===== config.mk =====
export PLATFORM = sky130hd
export DESIGN_NAME = esc_drive_sequencer
export DESIGN_NICKNAME = d
export VERILOG_FILES = /design/src/rtl/core/esd_pkg.sv /design/src/rtl/core/esd_cfg.sv /design/src/rtl/core/esd_scale.sv /design/src/rtl/core/esd_step.sv /design/src/rtl/core/esc_drive_sequencer.sv
export SDC_FILE = /design/constraint.sdc
export NUM_CORES = 2
export LEC_CHECK = 0
export ABC_AREA = 1
export CAP_MARGIN = 10
export CORE_AREA = 3 3 307 309
export CTS_CLUSTER_SIZE = 30
export DETAILED_ROUTE_END_ITERATION = 7
export DIE_AREA = 0 0 310 312
export DONT_BUFFER_PORTS = 1
export GPL_TIMING_DRIVEN = 0
export PLACE_DENSITY_LB_ADDON = 0.25
export SLEW_MARGIN = 20
export SYNTH_ARGS = -nofsm -noshare
export SYNTH_HDL_FRONTEND = slang
export SYNTH_SLANG_ARGS = --single-unit

===== constraint.sdc =====
create_clock -name clk -period 14.8 [get_ports clk]
set_input_delay 0.74 -clock clk [delete_from_list [all_inputs] [get_ports clk]]
set_output_delay 0.74 -clock clk [all_outputs]
set_load 0.005 [all_outputs]

===== src/rtl/core/esd_pkg.sv =====
package esd_pkg;

  // Drive modes.
  localparam logic [1:0] MD_OFF = 2'd0;
  localparam logic [1:0] MD_FWD = 2'd1;
  localparam logic [1:0] MD_BWD = 2'd2;
  localparam logic [1:0] MD_DIR = 2'd3;

  // Request status codes.
  localparam logic [1:0] STAT_OK       = 2'd0;
  localparam logic [1:0] STAT_RANGE    = 2'd1;
  localparam logic [1:0] STAT_MISMATCH = 2'd2;

  // Drive state codes as reported on the result.
  localparam logic [1:0] DS_OFF    = 2'd0;
  localparam logic [1:0] DS_BRAKE  = 2'd1;
  localparam logic [1:0] DS_FB     = 2'd2;
  localparam logic [1:0] DS_UNLOCK = 2'd3;

  // Configuration register indexes.
  localparam logic [1:0] REG_NFE = 2'd0;
  localparam logic [1:0] REG_FF  = 2'd1;
  localparam logic [1:0] REG_NBE = 2'd2;
  localparam logic [1:0] REG_FB  = 2'd3;

  localparam logic KIND_TICK = 1'b0;
  localparam logic KIND_REQ  = 1'b1;

  localparam int ADDR_W   = 4;
  localparam int CFG_W    = 11;
  localparam int VAL_W    = 11;
  localparam int PULSE_W  = 12;
  localparam int HOLD_W   = 11;

  localparam int PULSE_NEUTRAL = 1500;
  localparam int HOLD_SHORT    = 100;
  localparam int HOLD_LONG     = 1500;
  localparam int BRAKE_PCT     = 20;
  localparam int PCT_FULL      = 100;
  localparam int FWD_MAX       = 1000;
  localparam int BWD_MAX       = 500;
  localparam int NEG_MIN       = -500;

  localparam logic signed [CFG_W-1:0] RST_NFE = -11'sd52;
  localparam logic signed [CFG_W-1:0] RST_FF  = -11'sd500;
  localparam logic signed [CFG_W-1:0] RST_NBE = 11'sd53;
  localparam logic signed [CFG_W-1:0] RST_FB  = 11'sd250;

  // Constant divisors of the linear maps, done as reciprocal multiplies.
  localparam int FWD_SPAN  = FWD_MAX - 1;
  localparam int BWD_SPAN  = BWD_MAX - 1;
  localparam int BRAKE_DIV = PCT_FULL / BRAKE_PCT;

  localparam int FWD_SHIFT   = 31;
  localparam int BWD_SHIFT   = 29;
  localparam int BRAKE_SHIFT = 16;

  localparam logic [21:0] FWD_RECIP =
    22'(((64'd1 << FWD_SHIFT) + 64'(FWD_SPAN) - 64'd1) / 64'(FWD_SPAN));
  localparam logic [20:0] BWD_RECIP =
    21'(((64'd1 << BWD_SHIFT) + 64'(BWD_SPAN) - 64'd1) / 64'(BWD_SPAN));
  localparam logic [13:0] BRAKE_RECIP =
    14'(((64'd1 << BRAKE_SHIFT) + 64'(BRAKE_DIV) - 64'd1) / 64'(BRAKE_DIV));

  typedef enum logic [3:0] {
    TS_OFF    = 4'b0001,
    TS_BRAKE  = 4'b0010,
    TS_FB     = 4'b0100,
    TS_UNLOCK = 4'b1000
  } thr_state_t;

  typedef struct packed {
    logic signed [CFG_W-1:0] nfe;
    logic signed [CFG_W-1:0] ff;
    logic signed [CFG_W-1:0] nbe;
    logic signed [CFG_W-1:0] fb;
  } cfg_t;

  typedef struct packed {
    logic               kind;
    logic [1:0]         mode;
    logic signed [15:0] value;
    logic               rep_given;
    logic signed [15:0] rep_value;
    logic               dm_given;
    logic [15:0]        dm_ms;
  } item_t;

  typedef struct packed {
    logic [PULSE_W-1:0]      pulse_width;
    logic                    battery_on;
    logic [1:0]              drive_state;
    logic [1:0]              active_mode;
    logic signed [VAL_W-1:0] active_value;
    logic [1:0]              status;
    logic [15:0]             deadman_setting;
  } result_t;

  typedef struct packed {
    logic signed [23:0]  fwd_prod;
    logic signed [23:0]  bwd_prod;
    logic [PULSE_W-1:0]  brake_pulse;
  } scale_t;

endpackage


===== src/rtl/core/esd_cfg.sv =====
module esd_cfg import esd_pkg::*; (
  input  logic              clk,
  input  logic              rst,
  input  logic              psel,
  input  logic              penable,
  input  logic              pwrite,
  input  logic [ADDR_W-1:0] paddr,
  input  logic [31:0]       pwdata,
  output logic [31:0]       prdata,
  output logic              pready,
  output cfg_t              cfg,
  output cfg_t              cfg_next
);

  logic       wr;
  logic [1:0] idx;

  assign pready = 1'b1;
  assign wr     = psel && penable && pwrite;
  assign idx    = paddr[3:2];

  // The next value is visible to the scaling stage so that its products
  // follow a register write in the same cycle.
  always_comb begin
    cfg_next = cfg;
    if (rst) begin
      cfg_next.nfe = RST_NFE;
      cfg_next.ff  = RST_FF;
      cfg_next.nbe = RST_NBE;
      cfg_next.fb  = RST_FB;
    end else if (wr) begin
      unique case (idx)
        REG_NFE: cfg_next.nfe = pwdata[CFG_W-1:0];
        REG_FF:  cfg_next.ff  = pwdata[CFG_W-1:0];
        REG_NBE: cfg_next.nbe = pwdata[CFG_W-1:0];
        REG_FB:  cfg_next.fb  = pwdata[CFG_W-1:0];
        default: cfg_next = cfg;
      endcase
    end
  end

  always_ff @(posedge clk) begin
    cfg <= cfg_next;
  end

  always_comb begin
    unique case (idx)
      REG_NFE: prdata = {{(32-CFG_W){cfg.nfe[CFG_W-1]}}, cfg.nfe};
      REG_FF:  prdata = {{(32-CFG_W){cfg.ff[CFG_W-1]}}, cfg.ff};
      REG_NBE: prdata = {{(32-CFG_W){cfg.nbe[CFG_W-1]}}, cfg.nbe};
      REG_FB:  prdata = {{(32-CFG_W){cfg.fb[CFG_W-1]}}, cfg.fb};
      default: prdata = '0;
    endcase
  end

endmodule


===== src/rtl/core/esd_scale.sv =====
module esd_scale import esd_pkg::*; (
  input  logic                    clk,
  input  cfg_t                    cfg_next,
  input  logic signed [VAL_W-1:0] seed,
  output scale_t                  scale
);

  logic signed [11:0] fwd_span_d;
  logic signed [11:0] bwd_span_d;
  logic signed [11:0] seed_m1;
  logic [VAL_W-1:0]   seed_abs;
  logic signed [11:0] seed_abs_m1;
  logic signed [11:0] brake_d;
  logic [10:0]        brake_mag;
  logic [24:0]        brake_full;
  logic [8:0]         brake_q;
  logic signed [11:0] brake_q_s;
  logic signed [11:0] brake_off;

  assign fwd_span_d  = 12'(cfg_next.ff) - 12'(cfg_next.nfe);
  assign bwd_span_d  = 12'(cfg_next.fb) - 12'(cfg_next.nbe);
  assign seed_m1     = 12'(seed) - 12'sd1;
  assign seed_abs    = seed[VAL_W-1] ? VAL_W'(-seed) : seed;
  assign seed_abs_m1 = $signed({1'b0, seed_abs}) - 12'sd1;

  // Braking point: twenty percent of the way into the backward range.
  assign brake_d    = bwd_span_d;
  assign brake_mag  = brake_d[11] ? 11'(-brake_d) : brake_d[10:0];
  assign brake_full = brake_mag * BRAKE_RECIP;
  assign brake_q    = brake_full[BRAKE_SHIFT+8:BRAKE_SHIFT];
  assign brake_q_s  = brake_d[11] ? -$signed({3'b000, brake_q}) : $signed({3'b000, brake_q});
  assign brake_off  = brake_q_s + 12'(cfg_next.nbe);

  // Products are kept in step with the requested value, so the tick path
  // only has the constant divide left.
  always_ff @(posedge clk) begin
    scale.fwd_prod    <= fwd_span_d * seed_m1;
    scale.bwd_prod    <= bwd_span_d * seed_abs_m1;
    scale.brake_pulse <= PULSE_W'(PULSE_NEUTRAL) + brake_off[PULSE_W-1:0];
  end

endmodule


===== src/rtl/core/esd_step.sv =====
module esd_step import esd_pkg::*; #(
  parameter int DEADMAN_BITS = 16
) (
  input  logic                    clk,
  input  logic                    rst,
  input  logic                    fire,
  input  item_t                   item,
  input  cfg_t                    cfg,
  input  scale_t                  scale,
  output result_t                 result_next,
  output logic signed [VAL_W-1:0] seed
);

  localparam logic signed [15:0] LO_NEG = 16'(NEG_MIN);
  localparam logic signed [15:0] HI_FWD = 16'(FWD_MAX);
  localparam logic signed [15:0] HI_BWD = 16'(BWD_MAX);

  logic [DEADMAN_BITS:0]   dm_count, dm_count_next;
  logic [DEADMAN_BITS-1:0] dm_time, dm_time_next;
  logic [HOLD_W-1:0]       hold, hold_next;
  logic [1:0]              req_mode, req_mode_next;
  logic [1:0]              app_mode, app_mode_next;
  logic signed [VAL_W-1:0] req_val, req_val_next;
  logic signed [VAL_W-1:0] app_val, app_val_next;
  thr_state_t              thr, thr_next;
  logic [PULSE_W-1:0]      pulse, pulse_next;
  logic                    bat, bat_next;

  logic [DEADMAN_BITS+15:0] dm_ext;
  logic [DEADMAN_BITS-1:0]  dm_in;
  logic [DEADMAN_BITS-1:0]  dm_sel;
  logic [DEADMAN_BITS+15:0] dm_set_ext;
  logic                     mismatch, in_range, req_ok;
  logic [1:0]               req_status, status_next;
  logic                     apply, changed;
  logic signed [13:0]       lin_d;
  logic signed [13:0]       cur;
  logic                     pos_neg, pos_pos;

  logic                     fwd_neg, bwd_neg;
  logic [22:0]              fwd_mag, bwd_mag;
  logic [44:0]              fwd_full;
  logic [43:0]              bwd_full;
  logic [11:0]              fwd_q, bwd_q;
  logic signed [12:0]       fwd_q_s, bwd_q_s;
  logic signed [13:0]       fwd_lin, bwd_lin;
  logic [1:0]               ds_code;

  assign dm_ext = {{DEADMAN_BITS{1'b0}}, item.dm_ms};
  assign dm_in  = dm_ext[DEADMAN_BITS-1:0];

  // Request checks.
  assign mismatch = item.rep_given && (item.value != item.rep_value);
  always_comb begin
    unique case (item.mode)
      MD_DIR:  in_range = (item.value >= LO_NEG) && (item.value <= HI_BWD);
      MD_FWD:  in_range = (item.value >= LO_NEG) && (item.value <= HI_FWD);
      MD_BWD:  in_range = (item.value >= 16'sd0) && (item.value <= HI_BWD);
      default: in_range = 1'b1;
    endcase
  end
  assign req_ok = (item.mode == MD_OFF) || (!mismatch && in_range);
  assign req_status = (item.mode == MD_OFF) ? STAT_OK :
                      mismatch ? STAT_MISMATCH :
                      !in_range ? STAT_RANGE : STAT_OK;

  assign seed = (fire && item.kind == KIND_REQ && item.mode != MD_OFF && req_ok) ?
                item.value[VAL_W-1:0] : req_val;

  // Linear maps with truncation toward zero.
  assign fwd_neg  = scale.fwd_prod[23];
  assign fwd_mag  = fwd_neg ? 23'(-scale.fwd_prod) : scale.fwd_prod[22:0];
  assign fwd_full = fwd_mag * FWD_RECIP;
  assign fwd_q    = fwd_full[FWD_SHIFT+11:FWD_SHIFT];
  assign fwd_q_s  = fwd_neg ? -$signed({1'b0, fwd_q}) : $signed({1'b0, fwd_q});
  assign fwd_lin  = 14'(fwd_q_s) + 14'(cfg.nfe);

  assign bwd_neg  = scale.bwd_prod[23];
  assign bwd_mag  = bwd_neg ? 23'(-scale.bwd_prod) : scale.bwd_prod[22:0];
  assign bwd_full = bwd_mag * BWD_RECIP;
  assign bwd_q    = bwd_full[BWD_SHIFT+11:BWD_SHIFT];
  assign bwd_q_s  = bwd_neg ? -$signed({1'b0, bwd_q}) : $signed({1'b0, bwd_q});
  assign bwd_lin  = 14'(bwd_q_s) + 14'(cfg.nbe);

  always_comb begin
    dm_count_next = dm_count;
    dm_time_next  = dm_time;
    hold_next     = hold;
    req_mode_next = req_mode;
    app_mode_next = app_mode;
    req_val_next  = req_val;
    app_val_next  = app_val;
    thr_next      = thr;
    pulse_next    = pulse;
    bat_next      = bat;
    status_next   = STAT_OK;
    dm_sel        = dm_time;
    apply         = 1'b0;
    changed       = 1'b0;
    lin_d         = '0;
    cur           = '0;
    pos_neg       = 1'b0;
    pos_pos       = 1'b0;
    if (fire) begin
      if (item.kind == KIND_REQ) begin
        status_next = req_status;
        if (req_ok) begin
          req_mode_next = item.mode;
          if (item.mode != MD_OFF) begin
            req_val_next = item.value[VAL_W-1:0];
          end
          dm_sel       = item.dm_given ? dm_in : dm_time;
          dm_time_next = dm_sel;
          if (dm_sel != '0) begin
            dm_count_next = {1'b0, dm_sel} + (DEADMAN_BITS+1)'(1);
          end
        end
      end else begin
        // Dead-man timer: an expired timer keeps forcing the value to zero.
        if (dm_count > (DEADMAN_BITS+1)'(1)) begin
          dm_count_next = dm_count - (DEADMAN_BITS+1)'(1);
        end else if (dm_count == (DEADMAN_BITS+1)'(1)) begin
          req_val_next = '0;
        end

        if (hold != '0) begin
          hold_next = hold - HOLD_W'(1);
        end else begin
          if (req_mode == MD_OFF) begin
            if (app_mode != MD_OFF) begin
              pulse_next    = PULSE_W'(PULSE_NEUTRAL);
              bat_next      = 1'b0;
              app_mode_next = MD_OFF;
            end
          end else if (req_mode != app_mode) begin
            changed = 1'b1;
            if (app_mode == MD_OFF) begin
              // Power up into neutral; backward needs the long arming hold.
              pulse_next    = PULSE_W'(PULSE_NEUTRAL);
              bat_next      = 1'b1;
              app_mode_next = MD_FWD;
              hold_next     = (req_mode == MD_BWD) ? HOLD_W'(HOLD_LONG) : HOLD_W'(HOLD_SHORT);
            end else if (req_mode == MD_BWD) begin
              if (thr == TS_BRAKE) begin
                pulse_next = scale.brake_pulse;
                hold_next  = HOLD_W'(HOLD_SHORT);
              end else if (thr == TS_UNLOCK) begin
                pulse_next = PULSE_W'(PULSE_NEUTRAL);
                hold_next  = HOLD_W'(HOLD_SHORT);
              end else begin
                app_mode_next = MD_BWD;
                apply         = 1'b1;
              end
            end else begin
              app_mode_next = req_mode;
              apply         = 1'b1;
            end
          end else begin
            apply = 1'b1;
          end

          if (apply && (changed || req_val_next != app_val)) begin
            if (app_mode_next == MD_DIR) begin
              lin_d = 14'(req_val_next);
            end else if (app_mode_next == MD_FWD) begin
              if (req_val_next > 0) begin
                lin_d = fwd_lin;
              end else if (req_val_next < 0) begin
                if (thr == TS_FB) begin
                  req_val_next = '0;
                end else begin
                  lin_d = bwd_lin;
                end
              end
            end else begin
              if (req_val_next <= 0) begin
                req_val_next = '0;
              end else begin
                lin_d = bwd_lin;
              end
            end
            pulse_next   = PULSE_W'(PULSE_NEUTRAL) + lin_d[PULSE_W-1:0];
            app_val_next = req_val_next;
          end
        end

        // Throttle position tracking from the pulse just set.
        if (!bat_next) begin
          thr_next = TS_OFF;
        end else begin
          cur     = $signed({2'b00, pulse_next}) - 14'(PULSE_NEUTRAL);
          pos_neg = cur < cfg.nfe;
          pos_pos = !pos_neg && (cur > cfg.nbe);
          unique case (thr)
            TS_BRAKE: begin
              if (pos_pos) thr_next = TS_UNLOCK;
            end
            TS_UNLOCK: begin
              if (pos_neg) thr_next = TS_BRAKE;
              else if (!pos_pos) thr_next = TS_FB;
            end
            TS_FB: begin
              if (pos_neg) thr_next = TS_BRAKE;
            end
            TS_OFF:  thr_next = TS_BRAKE;
            default: thr_next = TS_BRAKE;
          endcase
        end
      end
    end
  end

  always_comb begin
    unique case (thr_next)
      TS_OFF:    ds_code = DS_OFF;
      TS_BRAKE:  ds_code = DS_BRAKE;
      TS_FB:     ds_code = DS_FB;
      TS_UNLOCK: ds_code = DS_UNLOCK;
      default:   ds_code = DS_OFF;
    endcase
  end

  assign dm_set_ext = {16'b0, dm_time_next};

  always_comb begin
    result_next.pulse_width     = pulse_next;
    result_next.battery_on      = bat_next;
    result_next.drive_state     = ds_code;
    result_next.active_mode     = app_mode_next;
    result_next.active_value    = app_val_next;
    result_next.status          = status_next;
    result_next.deadman_setting = dm_set_ext[15:0];
  end

  always_ff @(posedge clk) begin
    if (rst) begin
      dm_count <= '0;
      dm_time  <= '0;
      hold     <= '0;
      req_mode <= MD_OFF;
      app_mode <= MD_OFF;
      req_val  <= '0;
      app_val  <= '0;
      thr      <= TS_OFF;
      pulse    <= '0;
      bat      <= 1'b0;
    end else if (fire) begin
      dm_count <= dm_count_next;
      dm_time  <= dm_time_next;
      hold     <= hold_next;
      req_mode <= req_mode_next;
      app_mode <= app_mode_next;
      req_val  <= req_val_next;
      app_val  <= app_val_next;
      thr      <= thr_next;
      pulse    <= pulse_next;
      bat      <= bat_next;
    end
  end

  a_bat_follows_mode: assert property (@(posedge clk) disable iff (rst)
    (app_mode == MD_OFF) == !bat)
    else $error("battery enable out of step with applied mode");

  a_thr_off_without_bat: assert property (@(posedge clk) disable iff (rst)
    !bat |-> (thr == TS_OFF))
    else $error("throttle tracking active with battery off");

  a_reject_keeps_request: assert property (@(posedge clk) disable iff (rst)
    (fire && item.kind == KIND_REQ && req_status != STAT_OK) |=>
      (req_mode == $past(req_mode)) && (req_val == $past(req_val)))
    else $error("rejected request changed the requested drive");

endmodule


===== src/rtl/core/esc_drive_sequencer.sv =====
// Channel  | Dir | Beat contents
// s_*      | in  | tick (tuser = 0) or drive request (tuser = 1) with its fields
// m_*      | out | one drive snapshot per input beat
// APB      | in  | calibration writes and reads, four registers at 4*i
//
// Each beat passes through the input register and then the result register,
// and one beat is taken every cycle while the result is not stalled.
// The state update between those registers is combinational.
// Reset clears all drive state and loads the calibration defaults.
// A stalled result holds the input register; that is the only source of backpressure.
module esc_drive_sequencer import esd_pkg::*; #(
  parameter int DEADMAN_BITS = 16
) (
  input  logic              clk,
  input  logic              rst,
  input  logic              s_tvalid,
  output logic              s_tready,
  // mode[1:0], value[17:2], repeat_given[18], repeat_value[34:19],
  // deadman_given[35], deadman_ms[51:36], zero pad[55:52]
  input  logic [55:0]       s_tdata,
  // kind[0]
  input  logic              s_tuser,
  output logic              m_tvalid,
  input  logic              m_tready,
  // pulse_width[11:0], battery_on[12], drive_state[14:13], active_mode[16:15],
  // active_value[27:17], status[29:28], deadman_setting[45:30], zero pad[47:46]
  output logic [47:0]       m_tdata,
  input  logic              psel,
  input  logic              penable,
  input  logic              pwrite,
  input  logic [ADDR_W-1:0] paddr,
  input  logic [31:0]       pwdata,
  output logic [31:0]       prdata,
  output logic              pready
);

  item_t                   in_item;
  logic                    in_valid;
  result_t                 out_res;
  logic                    out_valid;
  logic                    advance;
  logic                    fire;
  cfg_t                    cfg;
  cfg_t                    cfg_next;
  scale_t                  scale;
  result_t                 result_next;
  logic signed [VAL_W-1:0] seed;

  assign advance  = !out_valid || m_tready;
  assign fire     = in_valid && advance;
  assign s_tready = !in_valid || advance;

  always_ff @(posedge clk) begin
    if (rst) begin
      in_valid <= 1'b0;
    end else if (s_tready) begin
      in_valid <= s_tvalid;
    end
  end

  always_ff @(posedge clk) begin
    if (s_tready && s_tvalid) begin
      in_item.kind      <= s_tuser;
      in_item.mode      <= s_tdata[1:0];
      in_item.value     <= s_tdata[17:2];
      in_item.rep_given <= s_tdata[18];
      in_item.rep_value <= s_tdata[34:19];
      in_item.dm_given  <= s_tdata[35];
      in_item.dm_ms     <= s_tdata[51:36];
    end
  end

  esd_cfg u_cfg (
    .clk      (clk),
    .rst      (rst),
    .psel     (psel),
    .penable  (penable),
    .pwrite   (pwrite),
    .paddr    (paddr),
    .pwdata   (pwdata),
    .prdata   (prdata),
    .pready   (pready),
    .cfg      (cfg),
    .cfg_next (cfg_next)
  );

  esd_scale u_scale (
    .clk      (clk),
    .cfg_next (cfg_next),
    .seed     (seed),
    .scale    (scale)
  );

  esd_step #(
    .DEADMAN_BITS (DEADMAN_BITS)
  ) u_step (
    .clk         (clk),
    .rst         (rst),
    .fire        (fire),
    .item        (in_item),
    .cfg         (cfg),
    .scale       (scale),
    .result_next (result_next),
    .seed        (seed)
  );

  always_ff @(posedge clk) begin
    if (rst) begin
      out_valid <= 1'b0;
    end else if (advance) begin
      out_valid <= in_valid;
    end
  end

  always_ff @(posedge clk) begin
    if (fire) begin
      out_res <= result_next;
    end
  end

  assign m_tvalid = out_valid;
  assign m_tdata  = {2'b00, out_res.deadman_setting, out_res.status, out_res.active_value,
                     out_res.active_mode, out_res.drive_state, out_res.battery_on,
                     out_res.pulse_width};

  a_fire_gives_beat: assert property (@(posedge clk) disable iff (rst)
    fire |=> m_tvalid)
    else $error("processed beat did not reach the output register");

  a_empty_out_takes_in: assert property (@(posedge clk) disable iff (rst)
    !m_tvalid |-> s_tready)
    else $error("input stalled while the output register is empty");

endmodule


==> results.yml <==
hold_path:
  min_path_type: "input port to register"
  min_to: "in_item[40]$_DFFE_PP_"
  whs_path_depth: 0
  hold_start: "s_tdata[8]"
clock_network:
  clk_pin_slew_worst_paths_ns: 0.06
  h-tree-depth: 2
  clock_latency_ns: 0.58
  numCtsBuffers: 36
  clockBufferDepth: 3
  clockRootBuffer: "clkbuf_16"
  cts_hold_buf: 0
  cts_tree: "built"
  cts.sinks: 292
logic_synthesis:
  synth_area_per_cell_sq_um: 7.81
  synth-seq-cells: 292
  synth-xor-area-share: 0.0376
  syn_inst: 5870
  yosysTopAreaCellShare: 0.239
  synth_cell_types: 66
  synth_top_family_by_area: "adder cells"
  synth_edf_count: 99
  synthAdderAreaFrac: 0.413
  synth_flop_cell: "dfxtp_1"
  synth.area.top_cells: "fa_1 (24%), ha_1 (17%), inv_1 (11%), dfxtp_1 (8.4%), nand2_1 (8.2%)"
  syn-cell-area_sq_um: 45800
  ys_seq_area_frac: 0.149
  synth-simple-area-share: 0.179
  synthArstFlopShare: 0
  synthMuxAreaShare: 0.000437
  synth_area_leader_cell: "fa_1"
  synth_compound_area_frac: 0.0977
  synth_warnings: 0
setup_path:
  start_kind: "register"
  critPathMaxStageDelay_ns: 0.56
  cp_max_fo: 10
  reg2reg_to: "m_tdata[14]$_DFFE_PP_"
  path_common_cell: "nand2_1"
  cp.required_ns: 15.12
  r2r-start: "u_scale.scale[35]$_DFF_P_"
  critPathLaunch: "u_scale.scale[35]$_DFF_P_"
  r2r_cells: 63
  setup.worst_path.end_class: "register"
  crit_arrival_ns: 13.91
  slowest_stage: "fa_1"
  ff2ff_setup_slack_ns: 1.21
  crit_type: "register to register"
global_routing:
  grt_max_degree: 36
  grt.overflow.total: 0
  grt_pass1_vias: 38200
  antenna_found_initial: 4
  grtUsageTotal: 0.273
  grt_pass1_wl_mm: 209
routing:
  routedWlPerCell_um: 18.3
  viasPerCell: 5.36
  drtIter0Drc: 2783
  drc: 0
  wirelength_mm: 130
  antenna_left: 0
  num_vias: 38200
  first_pass_iters: 6
final_layout:
  num-nets-final: 7202
  final_area_sq_um: 48800
  area_delta_synth_final_pct: 6.43
  drive_above_1_share: 0.0368
  fillers: 8877
  multi_input_area_sq_um: 33500
  fin_util: 0.532
  seqCellArea_sq_um: 6840
sta:
  hold_ws_ns: 0.252
  fin_crit_sh: 0.918
  fin_tns_setup_ns: 0
  hold_viol: 0
  max_freq_ghz: 0.0736
  skew_ns: 0.0311
  finalCriticalPeriod_ns: 13.59
  relSlewSlack: 0.275
  tightest_slew_ns: 1.08
  slew_violations: 0
  setup_viol: 0
die:
  die-area_sq_um: 96700
  coreArea_sq_um: 91700
  io_pins: 183
  fp.dieH_um: 312
  num_rows: 111
  initial_utilization: 0.500
  die_w_um: 310
placed_design:
  dpl.hpwl_mm: 112
  io_buffers: 0
  placed_area_sq_um: 47400
  gp_congestion: 0.986
flow_run:
  max_cap_viol_count: 0
status:
  status: "finished clean"
==> Yosys cell counts (7+ instances only) <==
library cell and number:
fa_1 548, nand2_1 998, nand3b_1 13, nand2_4 8
o211ai_1 7, xor2_1 142, dfxtp_1 193, nor4_1 17
o2111ai_1 13, clkinv_1 19, o22ai_1 17, o21ai_0 274
o21ai_2 10, buf_4 25, a21o_1 13, or2_2 14
clkbuf_1 79, nand2_2 26, a22oi_1 15, nand4_1 55
ha_1 636, o21ai_1 13, a21oi_1 285, nor3_1 83
a211oi_1 19, o21bai_1 23, inv_1 1307, o21a_1 9
nand3_1 191, o31ai_1 7, edfxtp_1 99, nor2_1 504
a31oi_1 49, inv_2 18, xnor2_1 55, nor2_2 8
==> final cells by class <==
class                      instances  area share
multi-input combinational       4116       0.686
sequential                       292       0.140
inverter                        1345       0.104
tap                             1186      0.0304
clock buffer                      45      0.0200
buffer                           118      0.0119
clock inverter                    21     0.00541
timing repair buffer               9     0.00231
antenna                            5    0.000256
==> metrics by stage <==
step                setup WS, ns  cells
floorplan                   3.55   5871
global placement           0.895   7057
detailed placement         0.848   7060
CTS                        0.792   7126
global route            -0.00530   7132
finish                      1.21   7137
==> sequential cells by signal, indices dropped and copies added (netlist names) <==
| name | count |
|---|---|
| u_scale.scale | 60 |
| m_tdata | 46 |
| u_step.hold | 11 |
| u_step.pulse | 12 |
| u_step.app_val | 11 |
| u_step.thr | 4 |
| u_step.dm_count | 17 |
| u_step.dm_time | 16 |
| in_valid | 1 |
| u_cfg.cfg | 44 |
| u_step.req_mode | 2 |
| u_step.req_val | 11 |
| u_step.app_mode | 2 |
| u_step.bat | 1 |
| m_tvalid | 1 |
| in_item | 53 |
==> how the worst max path moves through the flow <==
stage | depth (start not counted) | end | slack [ns]
2_1_floorplan | 69 | m_tdata[14]$_DFFE_PP_ | 3.55
3_3_place_gp | 67 | m_tdata[14]$_DFFE_PP_ | 0.90
3_5_place_dp | 69 | m_tdata[14]$_DFFE_PP_ | 0.85
4_1_cts | 69 | m_tdata[14]$_DFFE_PP_ | 0.79
5_1_grt | 68 | m_tdata[14]$_DFFE_PP_ | -0.005
6_report | 63 | m_tdata[14]$_DFFE_PP_ | 1.21
==> cell families after synthesis <==
| kind of cell | count (synthesis) |
|---|---|
| AOI/OAI and AO/OA | 785 |
| adders and majority gates | 1184 |
| buffers and inverters | 1463 |
| other | 2 |
| xor gates and xnor gates | 197 |
| muxes | 2 |
| DFF | 292 |
| and+or+nand+nor | 1945 |
==> worst max-delay path, delay by kind of cell (launching register included) <==
| kind | cells | cell delay (ns) |
|---|---|---|
| and+or+nand+nor | 22 | 2.36 |
| DFF | 1 | 0.36 |
| adders and majority gates | 10 | 4.27 |
| buffers and inverters | 12 | 2.09 |
| xor gates and xnor gates | 5 | 1.31 |
| AOI/OAI and AO/OA | 14 | 2.97 |
==> layer usage <==
metal  vias to the layer above  routed length, um  track usage  part of all wire
met2                      1196              59100        0.441              0.45
met3                       244               9180       0.0445             0.070
li1                      18600                  -            -                 -
met4                         4               5270       0.0942             0.040
met1                     18200              56800        0.373              0.44
met5                         -                 27            0           0.00021
==> cell usage in the layout (no fill, tap or decap), types with 9 or more instances in the layout <==
master	synthesis	layout
o21ai_2	10	10
clkbuf_16	0	37
inv_1	1307	1306
o21bai_1	23	23
a211oi_1	19	19
fa_1	548	548
o21a_1	9	9
nand2_1	998	998
o21ai_1	13	16
edfxtp_1	99	99
ha_1	636	636
inv_2	18	19
nand4_1	55	55
a22oi_1	15	15
nand3_1	191	191
nand3b_1	13	13
buf_4	25	31
a31oi_1	49	49
nor2_1	504	504
nand2_2	26	26
clkbuf_1	79	84
o22ai_1	17	17
nor4_1	17	17
or2_2	14	14
o2111ai_1	13	12
o21ai_0	274	271
nor3_1	83	83
xnor2_1	55	51
a21oi_1	285	285
xor2_1	142	136
clkinv_1	19	22
a21o_1	13	13
dfxtp_1	193	193
==> timing repair <==
| action | in CTS | in global routing |
|---|---|---|
| setup endpoints to repair | 0 | 5 |
| buffers inserted | 0 | 6 |
| gates resized for setup | 0 | 8 |
Power is not shown: default switching activity piles up to over one toggle a cycle in this logic, so the estimate is an artifact.
